## src/rtl/hte_pkg.sv

```systemverilog
package hte_pkg;

  // default sizing of the bin store
  localparam int BINS_DEF       = 256;
  localparam int COUNT_BITS_DEF = 32;

  // register and field widths
  localparam int VALUE_W = 32;
  localparam int MAXV_W  = 9;
  localparam int OUT_W   = 32;
  // a binned value never exceeds the effective maximum, which fits the register width
  localparam int BIDX_W  = MAXV_W;

  localparam logic [MAXV_W-1:0] MAXV_RESET = 9'd256;

  // queue between the front and back parts
  localparam int QDEPTH   = 4;
  localparam int QPTR_W   = $clog2(QDEPTH);
  localparam int QCOUNT_W = QPTR_W + 1;

  // one classified item
  typedef struct packed {
    logic              hit;
    logic [BIDX_W-1:0] idx;
    logic              last;
    logic [MAXV_W-1:0] max_eff;
  } item_t;

  // queue status seen by both sides
  typedef struct packed {
    logic full;
    logic empty;
  } q_stat_t;

endpackage

```

## src/rtl/hte_queue.sv

```systemverilog
module hte_queue
  import hte_pkg::*;
(
  input  logic    clk,
  input  logic    rst_n,
  input  logic    push,
  input  item_t   push_item,
  input  logic    pop,
  output item_t   head,
  output q_stat_t stat
);

  item_t                slots_r [QDEPTH];
  logic [QPTR_W-1:0]    wr_ptr_r;
  logic [QPTR_W-1:0]    rd_ptr_r;
  logic [QCOUNT_W-1:0]  count_r;
  logic                 do_push;
  logic                 do_pop;

  assign stat.full  = (count_r == QCOUNT_W'(QDEPTH));
  assign stat.empty = (count_r == '0);
  assign do_push    = push && !stat.full;
  assign do_pop     = pop && !stat.empty;
  assign head       = slots_r[rd_ptr_r];

  // pointers and fill count
  always_ff @(posedge clk) begin
    if (!rst_n) begin
      wr_ptr_r <= '0;
      rd_ptr_r <= '0;
      count_r  <= '0;
    end else begin
      if (do_push) begin
        wr_ptr_r <= wr_ptr_r + QPTR_W'(1);
      end
      if (do_pop) begin
        rd_ptr_r <= rd_ptr_r + QPTR_W'(1);
      end
      if (do_push && !do_pop) begin
        count_r <= count_r + QCOUNT_W'(1);
      end else if (do_pop && !do_push) begin
        count_r <= count_r - QCOUNT_W'(1);
      end
    end
  end

  // storage slots
  always_ff @(posedge clk) begin
    if (do_push) begin
      slots_r[wr_ptr_r] <= push_item;
    end
  end

endmodule

```

## config.mk

```make
export PLATFORM = sky130hd
export DESIGN_NAME = hte_queue
export DESIGN_NICKNAME = d
export VERILOG_FILES = /design/src/rtl/hte_pkg.sv /design/src/rtl/hte_queue.sv
export SDC_FILE = /design/constraint.sdc
export NUM_CORES = 1
export LEC_CHECK = 0
export BUFFER_PORTS_ARGS = -buffer_cell sky130_fd_sc_hd__buf_2
export CAP_MARGIN = 20
export CORE_MARGIN = 3
export CORE_UTILIZATION = 50
export DETAILED_ROUTE_END_ITERATION = 16
export GPL_TIMING_DRIVEN = 1
export MAX_ROUTING_LAYER = met4
export PLACE_DENSITY = 0.71
export RECOVER_POWER = 100
export SLEW_MARGIN = 20
export SYNTH_ARGS = -nofsm -noshare
export SYNTH_HDL_FRONTEND = slang
export SYNTH_SLANG_ARGS = --single-unit
```

## constraint.sdc

```tcl
create_clock -name clk -period 3.45 [get_ports clk]
set_input_delay 0.5175 -clock clk [delete_from_list [all_inputs] [get_ports clk]]
set_output_delay 0.5175 -clock clk [all_outputs]
set_load 0.01 [all_outputs]
```

==> impl_metrics.toml <==
[run_status]
outcome = "finished, final reports clean"

[sta]
fin_crit_sh_pct = 80.9
setup_tns_ns = 0
drv_slew = 0
finalHoldViolations = 0
slew_headroom_pct = 12.5
rsz0062_at_grt = "false"
skew_ns = 0.00837
fin_crit_ns = 2.79
max_freq_ghz = 0.358
setup_slack_ns = 0.659
setup_viol_count_final = 0
worst_pin_slew_ns = 1.31

[synthesis]
ys_ff_latch = 89
synthFlopType = "edfxtp_1"
syn-num-nets = 182
synth_area_leaders = "edfxtp_1 71%, mux4_2 13%, dfxtp_1 5.4%, ha_1 1.9%, and2_1 1.5%"
yosys_warnings = 0
yosysUniqueCellTypes = 23
synth_edf_count = 80
yosysTopAreaCellShare_pct = 71.4
yosysTopAreaCell = "edfxtp_1"
async_flop_share_pct = 0
syn_area_per_cell_um2 = 22.1
synth_area_um2 = 3370
synth-seq-area-share_pct = 76.7
syn_inst = 152

[clocking]
clk_latency_ns = 0.34
cts_root_buf = "clkbuf_8"
clk_pin_slew_ns = 0.09
cts_num_sinks = 89
clk_path_buf_depth = 2
ctsResizeCount = 0
cts_inserted_buffers = 9
post-cts-setup-buffers = 0
hold_buffers = 0
cts_htree_levels = 3
cts_tree = "built"

[floorplan]
die_h_um = 88.0
row_count = 29
core_um2 = 6420
start_util_pct = 52.4
die_w_um = 88.0
ios = 46
die_area_um2 = 7750

[layout]
final_nets = 237
antenna_cells = 0
final_core_util_pct = 58.9
areaGrowthSynthToFinish_pct = 12.5
drive_gt1_share_pct = 19.3

[route]
wl_per_cell_um = 19.0
final_antenna_net_count = 0
dr.pass1.iters = 4
routed_wl_um = 5500
drc_errors = 0
drt_iter0_drc = 107
drt-vias-per-instance = 5.39
num_vias = 1557

[power]
powerDensity_nw_per_um2 = 701
p_leak_nw = 1.19
ir_drop_v = 0.000339

[worst_hold_path]
whs_path_depth = 1
hold-path-endpoint = "slots_r[1][17]"
hold_path_class = "in2reg"
worstHoldStart = "push_item[17]"

[setup_path]
r2r_start = "count_r[0]"
r2r_slack_ns = 0.90
r2r-end = "slots_r[1][16]"
cp_max_fo = 14
critical_path_class = "reg2out"
cp.required_ns = 2.93
r2r_cells = 4
path_cells = "clkbuf_2, mux4_2, clkbuf_1"
critPathLaunchType = "flop"
crit_slowest_cell = "dfxtp_1"
cp-end-kind = "output pin"
arrival_ns = 2.27
cp_slowest_stage_delay_ns = 0.62

[grt]
grt_start_max_net_pins = 21
antenna_found_initial = 0
overflow = 0
grt_util_all_layers_pct = 16.2
grt_pass1_vias = 1750
grt_pass1_wl_um = 8670

[place]
dp_slack_ns = 1.03
routabilityCongestion = 0.726
io_buffers = 45
place.detailed.hpwl_um = 3630

[flow_run]
maxCapViolCount = 0
[flip-flops by register name (all words and copies together) (netlist names), named ones only]
register,flops
count_r,3
slots_r,80
rd_ptr_r,2
wr_ptr_r,2
[synthesized netlist by cell type (2+ instances only)]
master	number
edfxtp_1	80
and2_1	8
inv_1	3
clkbuf_1	2
dfxtp_1	9
mux4_2	20
nand2_1	4
buf_4	2
ha_1	5
xnor2_1	3
nor2b_1	2
mux2i_1	3
[final cells by class]
class                   count  area, um^2
clock buffers               9         124
clock inverters             7        53.8
fillers                   483        2640
inverters                   3        11.3
multi-input cells          54         723
flip-flops and latches     89        2580
well taps                  77        96.3
repair buffers             50         194
[stage by stage]
step | cells | hold slack (ns) | power (W) | instance area [um^2]
after floorplan | 152 | 0.468 | 0.00187 | 3370
after global placement | 273 | 0.480 | 0.00207 | 3690
after detailed placement | 273 | 0.498 | 0.00211 | 3690
after CTS | 289 | 0.360 | 0.00274 | 3860
after global routing | 289 | 0.426 | 0.00280 | 3780
final | 289 | 0.422 | 0.00265 | 3780
[how the worst max path moves through the flow]
| stage | from | end | slack (ns) | cells after the start |
|---|---|---|---|---|
| CTS | flop | head[19] | 0.78 | 3 |
| global placement | push | count_r[2] | 1.19 | 8 |
| finish | flop | head[19] | 0.66 | 3 |
| detailed placement | push | count_r[2] | 1.03 | 8 |
| floorplan | count_r[0] | count_r[2] | 1.41 | 9 |
| global route | flop | head[19] | 0.44 | 3 |
[power by group]
group | leakage [nW] | total (W) | switching [W] | internal [W]
Combinational | 0.302 | 0.000622 | 0.000319 | 0.000303
Clock | 0.0827 | 0.000626 | 0.000359 | 0.000267
Sequential | 0.807 | 0.00140 | 0.0000883 | 0.00132
Total | 1.19 | 0.00265 | 0.000766 | 0.00189
[cells by family (layout without fill, tap and decap cells)]
| family | Yosys count | count (layout) | synth area share (%) |
|---|---|---|---|
| multiplexers | 23 | 23 | 14.3 |
| flip-flops | 89 | 89 | 76.7 |
| XOR/XNOR | 4 | 4 | 1.04 |
| AO/OA/AOI/OAI | 4 | 4 | 1.00 |
| adder cells (fa/ha/maj) | 6 | 6 | 2.45 |
| buffers and inverters | 9 | 69 | 1.49 |
| AND/OR/NAND/NOR | 17 | 17 | 3.01 |
[worst max-delay path: cells and delay by family, from the launching register on]
family                 cells  cell delay [ns]
buffers and inverters      2             0.71
flip-flops                 1             0.62
multiplexers               1             0.60
[metal layers]
| layer | global-route usage [%] | routed length (um) | share of wire (%) | vias up |
|---|---|---|---|---|
| met5 | - | 0 | 0 | - |
| li1 | - | - | - | 721 |
| met4 | 6.18 | 66 | 1.2 | 0 |
| met2 | 28.4 | 3070 | 56 | 33 |
| met1 | 17.7 | 2150 | 39 | 797 |
| met3 | 4.23 | 216 | 3.9 | 6 |
[layout by cell type (no fill, tap or decap)]
cell | netlist | final
edfxtp_1 | 80 | 80
mux2i_1 | 3 | 3
and2_1 | 8 | 3
nor3_1 | 1 | 1
clkbuf_8 | 0 | 9
fa_1 | 1 | 1
and2_0 | 0 | 5
a21boi_0 | 0 | 1
o311ai_0 | 0 | 1
mux4_2 | 20 | 20
xor2_1 | 1 | 1
o31ai_1 | 0 | 1
buf_2 | 1 | 4
o21ai_0 | 1 | 1
nand2_1 | 4 | 4
xnor2_1 | 3 | 3
nor2b_1 | 2 | 2
clkbuf_1 | 2 | 45
inv_6 | 0 | 3
clkinvlp_4 | 0 | 3
dfxtp_1 | 9 | 9
ha_1 | 5 | 5
inv_1 | 3 | 3
clkinv_2 | 0 | 1
nor3b_1 | 0 | 1
or3_1 | 1 | 1
clkbuf_2 | 0 | 1
Power figures use the tool's default switching activity.
