**config.mk**
```make
export PLATFORM = sky130hd
export DESIGN_NAME = hte_front
export DESIGN_NICKNAME = d
export VERILOG_FILES = /design/src/rtl/hte_pkg.sv /design/src/rtl/hte_front.sv
export SDC_FILE = /design/constraint.sdc
export NUM_CORES = 1
export LEC_CHECK = 0
export ABC_AREA = 1
export BUFFER_PORTS_ARGS = -buffer_cell sky130_fd_sc_hd__buf_2
export CAP_MARGIN = 20
export CORE_MARGIN = 2
export CORE_UTILIZATION = 43
export CTS_CLUSTER_SIZE = 12
export DETAILED_ROUTE_END_ITERATION = 8
export MAX_ROUTING_LAYER = met4
export PLACE_DENSITY = 0.91
export SYNTH_ARGS = -nofsm -noshare
export SYNTH_HDL_FRONTEND = slang
export SYNTH_SLANG_ARGS = --single-unit
```
**constraint.sdc**
```tcl
create_clock -name clk -period 3 [get_ports clk]
set_input_delay 0 -clock clk [delete_from_list [all_inputs] [get_ports clk]]
set_output_delay 0 -clock clk [all_outputs]
set_load 0.01 [all_outputs]
```
**src/rtl/hte_pkg.sv**
```systemverilog
package hte_pkg;

  // default sizing of the bin store
  localparam int BINS_DEF       = 256;
  localparam int COUNT_BITS_DEF = 32;

  // register and field widths
  localparam int VALUE_W = 32;
  localparam int MAXV_W  = 9;
  localparam int OUT_W   = 32;
  // a binned value never exceeds the effective maximum, which fits the register width
  localparam int BIDX_W  = MAXV_W;

  localparam logic [MAXV_W-1:0] MAXV_RESET = 9'd256;

  // queue between the front and back parts
  localparam int QDEPTH   = 4;
  localparam int QPTR_W   = $clog2(QDEPTH);
  localparam int QCOUNT_W = QPTR_W + 1;

  // one classified item
  typedef struct packed {
    logic              hit;
    logic [BIDX_W-1:0] idx;
    logic              last;
    logic [MAXV_W-1:0] max_eff;
  } item_t;

  // queue status seen by both sides
  typedef struct packed {
    logic full;
    logic empty;
  } q_stat_t;

endpackage

```
**src/rtl/hte_front.sv**
```systemverilog
module hte_front
  import hte_pkg::*;
#(
  parameter int BINS = BINS_DEF
) (
  input  logic                      clk,
  input  logic                      rst_n,
  input  logic                      cfg_wr_en,
  input  logic [MAXV_W-1:0]         cfg_wr_data,
  input  logic                      in_valid,
  output logic                      in_stall,
  input  logic signed [VALUE_W-1:0] in_value,
  input  logic                      in_last,
  input  q_stat_t                   q_stat,
  output logic                      q_push,
  output item_t                     q_item
);

  logic [MAXV_W-1:0]  max_value_r;
  logic [MAXV_W-1:0]  max_eff;
  logic [VALUE_W-1:0] raw;

  // configuration register
  always_ff @(posedge clk) begin
    if (!rst_n) begin
      max_value_r <= MAXV_RESET;
    end else if (cfg_wr_en) begin
      max_value_r <= cfg_wr_data;
    end
  end

  // effective maximum: zero reads as one, clamp to the bin count
  always_comb begin
    max_eff = max_value_r;
    if (max_eff == '0) begin
      max_eff = MAXV_W'(1);
    end
    if (32'(max_eff) > BINS) begin
      max_eff = MAXV_W'(BINS);
    end
  end

  // classify the incoming number
  assign raw = $unsigned(in_value);

  always_comb begin
    q_item.hit     = !raw[VALUE_W-1] && (raw != '0) && (raw <= VALUE_W'(max_eff));
    q_item.idx     = raw[BIDX_W-1:0] - BIDX_W'(1);
    q_item.last    = in_last;
    q_item.max_eff = max_eff;
  end

  // accept while the queue has room
  assign in_stall = q_stat.full;
  assign q_push   = in_valid && !q_stat.full;

endmodule

```
==> results of run 1 <==
==> metal layers <==
layer  track usage  share of wire  wire length [um]  vias up
li1              -              -                 -      597
met3       0.01190          0.078               171        4
met4       0.07407          0.016                36        0
met2        0.3816           0.51              1112       47
met1        0.1797           0.40               868      438
met5             -              0                 0        -
==> how the worst max path moves through the flow <==
| stage | start | end | slack [ns] | cells after the start |
|---|---|---|---|---|
| after floorplan | max_value_r[7] | q_item[19] | 1.23 | 14 |
| after global placement | max_value_r[6] | q_item[19] | 1.15 | 15 |
| after detailed placement | max_value_r[6] | q_item[19] | 1.08 | 15 |
| after CTS | max_value_r[6] | q_item[19] | 0.80 | 15 |
| after global routing | max_value_r[6] | q_item[19] | 0.60 | 15 |
| final | max_value_r[6] | q_item[19] | 0.84 | 15 |
==> synth_stat cells (all sizes together) <==
master  instances  area (um2)
nand3           5       25.02
nor2           37       176.4
xnor2           4       35.03
o21bai          1       7.510
inv            26       97.60
a21oi          11       55.05
nand2          21       78.83
o21a            1       7.510
xor2            3       26.28
ha             10       125.1
nor3            1       10.01
o21ai           8       40.04
clkbuf          1       3.750
o211ai          1       7.510
dfxtp           9       180.2
buf             3       20.01
nand4           4       25.02
==> critical path, stage by stage (launching register included) <==
cell and delay, ns:
dfxtp_1 0.33, nor2_1 0.09, nand3_1 0.11, nor2_2 0.19, nor2_4 0.08, nor2_2 0.10, inv_1 0.05, ha_1 0.28
nand2_1 0.10, inv_1 0.04, nand2_1 0.05, nand2_1 0.05, a21oi_1 0.13, nand2_1 0.06, a21oi_1 0.11, buf_2 0.14
==> through the flow <==
| step | worst slack [ns] | hold WS [ns] |
|---|---|---|
| global route | 0.5996 | 0.00006734 |
| finish | 0.8403 | 0.00008998 |
| CTS | 0.7980 | 0.00007494 |
| global placement | 1.146 | 0.00007494 |
| detailed placement | 1.079 | 0.00007494 |
| floorplan | 1.227 | 0.04098 |
==> kinds of logic after synthesis <==
group	Yosys count	share of synthesized area
AO/OA/AOI/OAI	22	0.1277
XOR/XNOR	7	0.06658
adder cells (fa/ha/maj)	10	0.1359
buffers and inverters	30	0.1318
flip-flops	9	0.1956
AND/OR/NAND/NOR	68	0.3424
==> power breakdown <==
| group | total (uW) | internal (uW) | switching, uW |
|---|---|---|---|
| logic | 143 | 64.8 | 77.8 |
| registers | 132 | 128 | 3.98 |
| clock network | 90.0 | 51.0 | 38.9 |
==> repair_timing <==
| item | CTS | global route |
|---|---|---|
| hold buffers | 2 | 0 |
| setup buffers | 0 | 0 |
| endpoints found under the hold margin | 2 | 0 |
==> cell type report <==
class	count	share of cell area
timing repair buffer	68	0.2679
sequential	9	0.1378
tap	27	0.02584
multi-input combinational	107	0.4737
clock buffer	4	0.02010
inverter	26	0.07464
==> reports/summary.json, run 1 <==
{
  "outcome": {"value": "finished clean"},
  "final_layout_size_suffix_gt1_frac": {"value": 0.4206},
  "finalNonFillerCells": {"value": 241},
  "critical_path.startpoint_type": {"value": "register"},
  "top_level_ports": {"value": 70},
  "crit_required": {"value": 3.00, "unit": "ns"},
  "cts-root-buf": {"value": "clkbuf_4"},
  "clk_sinks": {"value": 9},
  "worstHoldPathCells": {"value": 0},
  "detailedRoute.firstIterationViolations": {"value": 4},
  "path_clk_slew": {"value": 0.05, "unit": "ns"},
  "rsz0062_at_grt": {"value": "no"},
  "cellPowerDensity": {"value": 278.9, "unit": "nW/um2"},
  "largest_register_ff_count": {"value": 9},
  "area_growth": {"value": 41.98, "unit": "%"},
  "clock_insertion_delay_worst_skew": {"value": 0.25, "unit": "ns"},
  "fin_nets": {"value": 273},
  "finalHoldViolCount": {"value": 0},
  "final_estimated_routing_congestion_in_global_placement": {"value": 0.8031},
  "fin_total_pwr": {"value": 364.6, "unit": "uW"},
  "antenna_violations_before_repair": {"value": 0},
  "grt_pass1_wl": {"value": 3.726, "unit": "mm"},
  "drt.antenna.violating_nets": {"value": 0},
  "fin_skew": {"value": 0, "unit": "ns"},
  "path_class": {"value": "register to output port"},
  "clock_tree_from_tritoncts": {"value": "yes"},
  "synthDistinctLibCells": {"value": 22},
  "worst_hold_startpoint": {"value": "in_last"},
  "post_cts_resize_count": {"value": 0},
  "seqCellArea": {"value": 180.2, "unit": "um2"},
  "synth_area_per_cell": {"value": 6.307, "unit": "um2"},
  "ys_seq_elements": {"value": 9},
  "slew_headroom": {"value": 0.8473},
  "route.final.wire_length": {"value": 2.189, "unit": "mm"},
  "detail_route.vias_per_cell": {"value": 4.506},
  "post-route-util": {"value": 0.6597},
  "finalCritPeriodShare": {"value": 0.7199},
  "top_register": {"value": "max_value_r"},
  "timing.final.max_slew_violations": {"value": 0},
  "timing.critical_path.to_type": {"value": "output port"},
  "fp-row-count": {"value": 16},
  "mappedNetlistArea": {"value": 920.9, "unit": "um2"},
  "r2r_cell_count": {"value": 2},
  "detailed_placer_s_ending_hpwl": {"value": 1.956, "unit": "mm"},
  "cp_data_arrival_time": {"value": 2.16, "unit": "ns"},
  "finish.instance_area": {"value": 1308, "unit": "um2"},
  "fin_crit": {"value": 2.160, "unit": "ns"},
  "num_vias": {"value": 1086},
  "cts_htree_levels": {"value": 1},
  "most_used_cells_in_the_layout_excluding_fill_and_tap_cells": {"value": "buf_2 (66), nor2_1 (24), nand2_1 (21)"},
  "drt_pre_antenna_iters": {"value": 4},
  "placement.io_buffers": {"value": 66},
  "die_h": {"value": 50.28, "unit": "um"},
  "insertedDiodeCount": {"value": 0},
  "ff2ff_setup_slack": {"value": 2.29, "unit": "ns"},
  "routed_wire_length_per_instance": {"value": 9.083, "unit": "um"},
  "placed_cell_area": {"value": 1261, "unit": "um2"},
  "cts_made_buffers": {"value": 3},
  "totalNegativeSetupSlack": {"value": 0, "unit": "ns"},
  "measured_slew_at_the_worst_slew_check_pin": {"value": 0.2287, "unit": "ns"},
  "hold_class": {"value": "input port to output port"},
  "filler_cell_count": {"value": 185},
  "core": {"value": 1982, "unit": "um2"},
  "chip_width": {"value": 50.28, "unit": "um"},
  "first_global_vias": {"value": 1043},
  "fmaxAchievable": {"value": 463.0, "unit": "MHz"},
  "synthCells": {"value": 146},
  "worst_r2r_startpoint": {"value": "max_value_r[8]"},
  "largest_net_degree_at_the_start_of_global_routing": {"value": 16},
  "grt_remaining_overflow": {"value": 0},
  "synth_warn": {"value": 0},
  "min_delay_worst_endpoint": {"value": "q_item[9]"},
  "top_regs": {"value": "max_value_r: 9 flops"},
  "cap_viol_max_count": {"value": 0},
  "report.final.setup_viol": {"value": 0},
  "mostFrequentLayoutCell": {"value": "buf_2"},
  "regToRegEndpoint": {"value": "max_value_r[8]"},
  "place_inst": {"value": 235},
  "number_of_design_rule_violations_left_after_detail_routing": {"value": 0},
  "ir_drop": {"value": 0.2681, "unit": "mV"},
  "fp.dieArea": {"value": 2528, "unit": "um2"},
  "multi_input_area": {"value": 619.3, "unit": "um2"},
  "postSynthNetCount": {"value": 204},
  "global_route.usage.total": {"value": 0.1879},
  "leakagePower": {"value": 0.0007115, "unit": "uW"},
  "max-clock-path-buffers": {"value": 2},
  "start_util": {"value": 0.4646},
  "yosysSeqAreaShare": {"value": 0.1957},
  "crit_fanout": {"value": 6}
}
Power figures use the tool's default switching activity.
==> run 2: changes to the inputs <==
CORE_UTILIZATION = 40   (was 43)
PLACE_DENSITY = 0.86   (was 0.91)
clock period = 2 ns   (was 3 ns; I/O delays follow)
==> run 2 against run 1 <==
Against the previous run:
- the run now ends with negative setup slack left
- non-clock buffer count rose by 2
- clock skew did not move
- combinational power rose by 58%
- total power grew 53%
- wire length decreased by 0.82%
- sequential power rose by 50%
- critical path depth fell by 3
- worst hold slack about the same
- via count increased by 0.28%
- clock power up 49%
==> reports/summary.json, run 2 (synthesized netlist as in run 1, its figures left out) <==
{
  "crit_fanout": {"value": 6},
  "ir_drop": {"value": 0.4641, "unit": "mV"},
  "worst_hold_startpoint": {"value": "in_last"},
  "clock_tree_from_tritoncts": {"value": "yes"},
  "fmaxAchievable": {"value": 478.9, "unit": "MHz"},
  "path_clk_slew": {"value": 0.06, "unit": "ns"},
  "first_global_vias": {"value": 981},
  "core": {"value": 2191, "unit": "um2"},
  "totalNegativeSetupSlack": {"value": -0.08795, "unit": "ns"},
  "timing.critical_path.to_type": {"value": "output port"},
  "die_h": {"value": 51.98, "unit": "um"},
  "min_delay_worst_endpoint": {"value": "q_item[9]"},
  "critical_path.startpoint_type": {"value": "register"},
  "slew_headroom": {"value": 0.8570},
  "top_register": {"value": "max_value_r"},
  "grt_pass1_wl": {"value": 3.760, "unit": "mm"},
  "area_growth": {"value": 49.05, "unit": "%"},
  "worst_path_max_delay_cell": {"value": "dfxtp_2"},
  "clk_sinks": {"value": 9},
  "cellPowerDensity": {"value": 406.2, "unit": "nW/um2"},
  "cpPeakStageDelay": {"value": 0.32, "unit": "ns"},
  "final_estimated_routing_congestion_in_global_placement": {"value": 0.8084},
  "worstPathCellList": {"value": "nor2_1, nand3_1, nor2_2, nor2_4, nor2_2, inv_1, ha_4, nand2_1, nor2_1, nand4_1, a21oi_2, buf_2"},
  "fin_skew": {"value": 0, "unit": "ns"},
  "fin_nets": {"value": 275},
  "fp-row-count": {"value": 17},
  "timing.final.max_slew_violations": {"value": 0},
  "drt_pre_antenna_iters": {"value": 5},
  "regToRegEndpoint": {"value": "max_value_r[8]"},
  "placement.io_buffers": {"value": 66},
  "crit_required": {"value": 2.00, "unit": "ns"},
  "number_of_design_rule_violations_left_after_detail_routing": {"value": 0},
  "fp.dieArea": {"value": 2702, "unit": "um2"},
  "mostFrequentLayoutCell": {"value": "buf_2"},
  "grt_use_met3": {"value": 0.01437},
  "largest_net_degree_at_the_start_of_global_routing": {"value": 16},
  "fin_crit": {"value": 2.088, "unit": "ns"},
  "start_util": {"value": 0.4203},
  "measured_slew_at_the_worst_slew_check_pin": {"value": 0.2143, "unit": "ns"},
  "filler_cell_count": {"value": 239},
  "largest_register_ff_count": {"value": 9},
  "finalNonFillerCells": {"value": 244},
  "failed_checks": {"value": "negative setup slack"},
  "most_used_cells_in_the_layout_excluding_fill_and_tap_cells": {"value": "buf_2 (66), nor2_1 (24), nand2_1 (20)"},
  "antenna_violations_before_repair": {"value": 0},
  "routed_wire_length_per_instance": {"value": 8.898, "unit": "um"},
  "cts_htree_levels": {"value": 1},
  "chip_width": {"value": 51.98, "unit": "um"},
  "top_level_ports": {"value": 70},
  "leakagePower": {"value": 0.0007254, "unit": "uW"},
  "cts-root-buf": {"value": "clkbuf_4"},
  "r2r_cell_count": {"value": 2},
  "drt.antenna.violating_nets": {"value": 0},
  "place_inst": {"value": 236},
  "finalCritPeriodShare": {"value": 1.044},
  "cts_made_buffers": {"value": 3},
  "path_class": {"value": "register to output port"},
  "place_ws": {"value": 0.1466, "unit": "ns"},
  "detailedRoute.firstIterationViolations": {"value": 24},
  "num_vias": {"value": 1089},
  "global_route.usage.total": {"value": 0.1821},
  "cap_viol_max_count": {"value": 0},
  "rsz0062_at_grt": {"value": "yes"},
  "hold_class": {"value": "input port to output port"},
  "grt_remaining_overflow": {"value": 0},
  "top_regs": {"value": "max_value_r: 9 flops"},
  "insertedDiodeCount": {"value": 0},
  "timing.final.ws_setup": {"value": -0.08795, "unit": "ns"},
  "outcome": {"value": "finished, violations left"},
  "groute.layer.met1.usage": {"value": 0.1947},
  "grt-busiest-layer": {"value": "met2"},
  "global_route_track_usage_on_met2": {"value": 0.3523},
  "report.final.setup_viol": {"value": 1},
  "detail_route.vias_per_cell": {"value": 4.463},
  "worst_r2r_startpoint": {"value": "max_value_r[8]"},
  "ff2ff_setup_slack": {"value": 1.30, "unit": "ns"},
  "route.final.wire_length": {"value": 2.171, "unit": "mm"},
  "worstHoldPathCells": {"value": 0},
  "cp_data_arrival_time": {"value": 2.09, "unit": "ns"},
  "final_layout_size_suffix_gt1_frac": {"value": 0.4630},
  "seqCellArea": {"value": 181.4, "unit": "um2"},
  "max-clock-path-buffers": {"value": 2},
  "clock_insertion_delay_worst_skew": {"value": 0.25, "unit": "ns"},
  "finalHoldViolCount": {"value": 0},
  "detailed_placer_s_ending_hpwl": {"value": 1.872, "unit": "mm"},
  "post-route-util": {"value": 0.6265},
  "multi_input_area": {"value": 666.9, "unit": "um2"}
}
## run 2: cell count changes in the layout (fill, tap and decap cells not counted), moves of 2 or more
cell / previous run / this run
a21oi_1: 11 / 9
buf_4: 0 / 2
ha_4: 0 / 3
a21oi_2: 0 / 2
ha_1: 10 / 7
## run 2: worst max path at each step
| stage | startpoint | to | slack, ns |
|---|---|---|---|
| global route | max_value_r[6] | q_item[19] | -0.26 |
| detailed placement | max_value_r[6] | q_item[19] | 0.15 |
| floorplan | max_value_r[7] | q_item[19] | 0.23 |
| global placement | max_value_r[6] | q_item[19] | 0.18 |
| CTS | max_value_r[6] | q_item[19] | -0.06 |
| finish | max_value_r[6] | q_item[19] | -0.09 |
## run 2: through the flow
stage | total power, uW | instance area (um2) | hold slack, ns
after floorplan | 324.4 | 920.9 | 0.04098
after detailed placement | 412.6 | 1262 | 0.00006862
final | 557.6 | 1373 | 0.00001696
after global placement | 407.4 | 1262 | 0.00006862
after global routing | 606.5 | 1373 | 0.00009618
after CTS | 556.5 | 1338 | 0.00006862
## run 2: cell type report
type,count,share of cell area
tap,28,0.02552
multi-input combinational,107,0.4859
timing repair buffer,70,0.2662
sequential,9,0.1322
clock buffer,4,0.01914
inverter,26,0.07110
## run 2: critical path, delay by kind of cell, from the launching register on
family,cells,cell delay [ns]
AO/OA/AOI/OAI,1,0.15
buffers and inverters,2,0.22
adder cells (fa/ha/maj),1,0.26
flip-flops,1,0.32
AND/OR/NAND/NOR,8,0.87
## run 2: repair_timing
item                                    4_1_cts  5_1_grt
hold endpoints to repair                      2        0
gates resized for setup                       5        3
hold buffers                                  2        0
cloned                                        0        0
pin swaps                                     6        9
endpoints found under the setup margin        1        1
setup buffers                                 0        2
## run 2: power by group
group / leakage (uW) / internal, uW / switching (uW)
clock: 0.0000150 / 76.5 / 57.5
combinational: 0.000635 / 105 / 120
sequential: 0.0000752 / 192 / 5.63
## run 2: per-layer routing
layer  part of all wire  vias up
met5                  0        -
met3              0.057        0
met2               0.54       38
met1               0.40      448
li1                   -      603
met4                  0        0
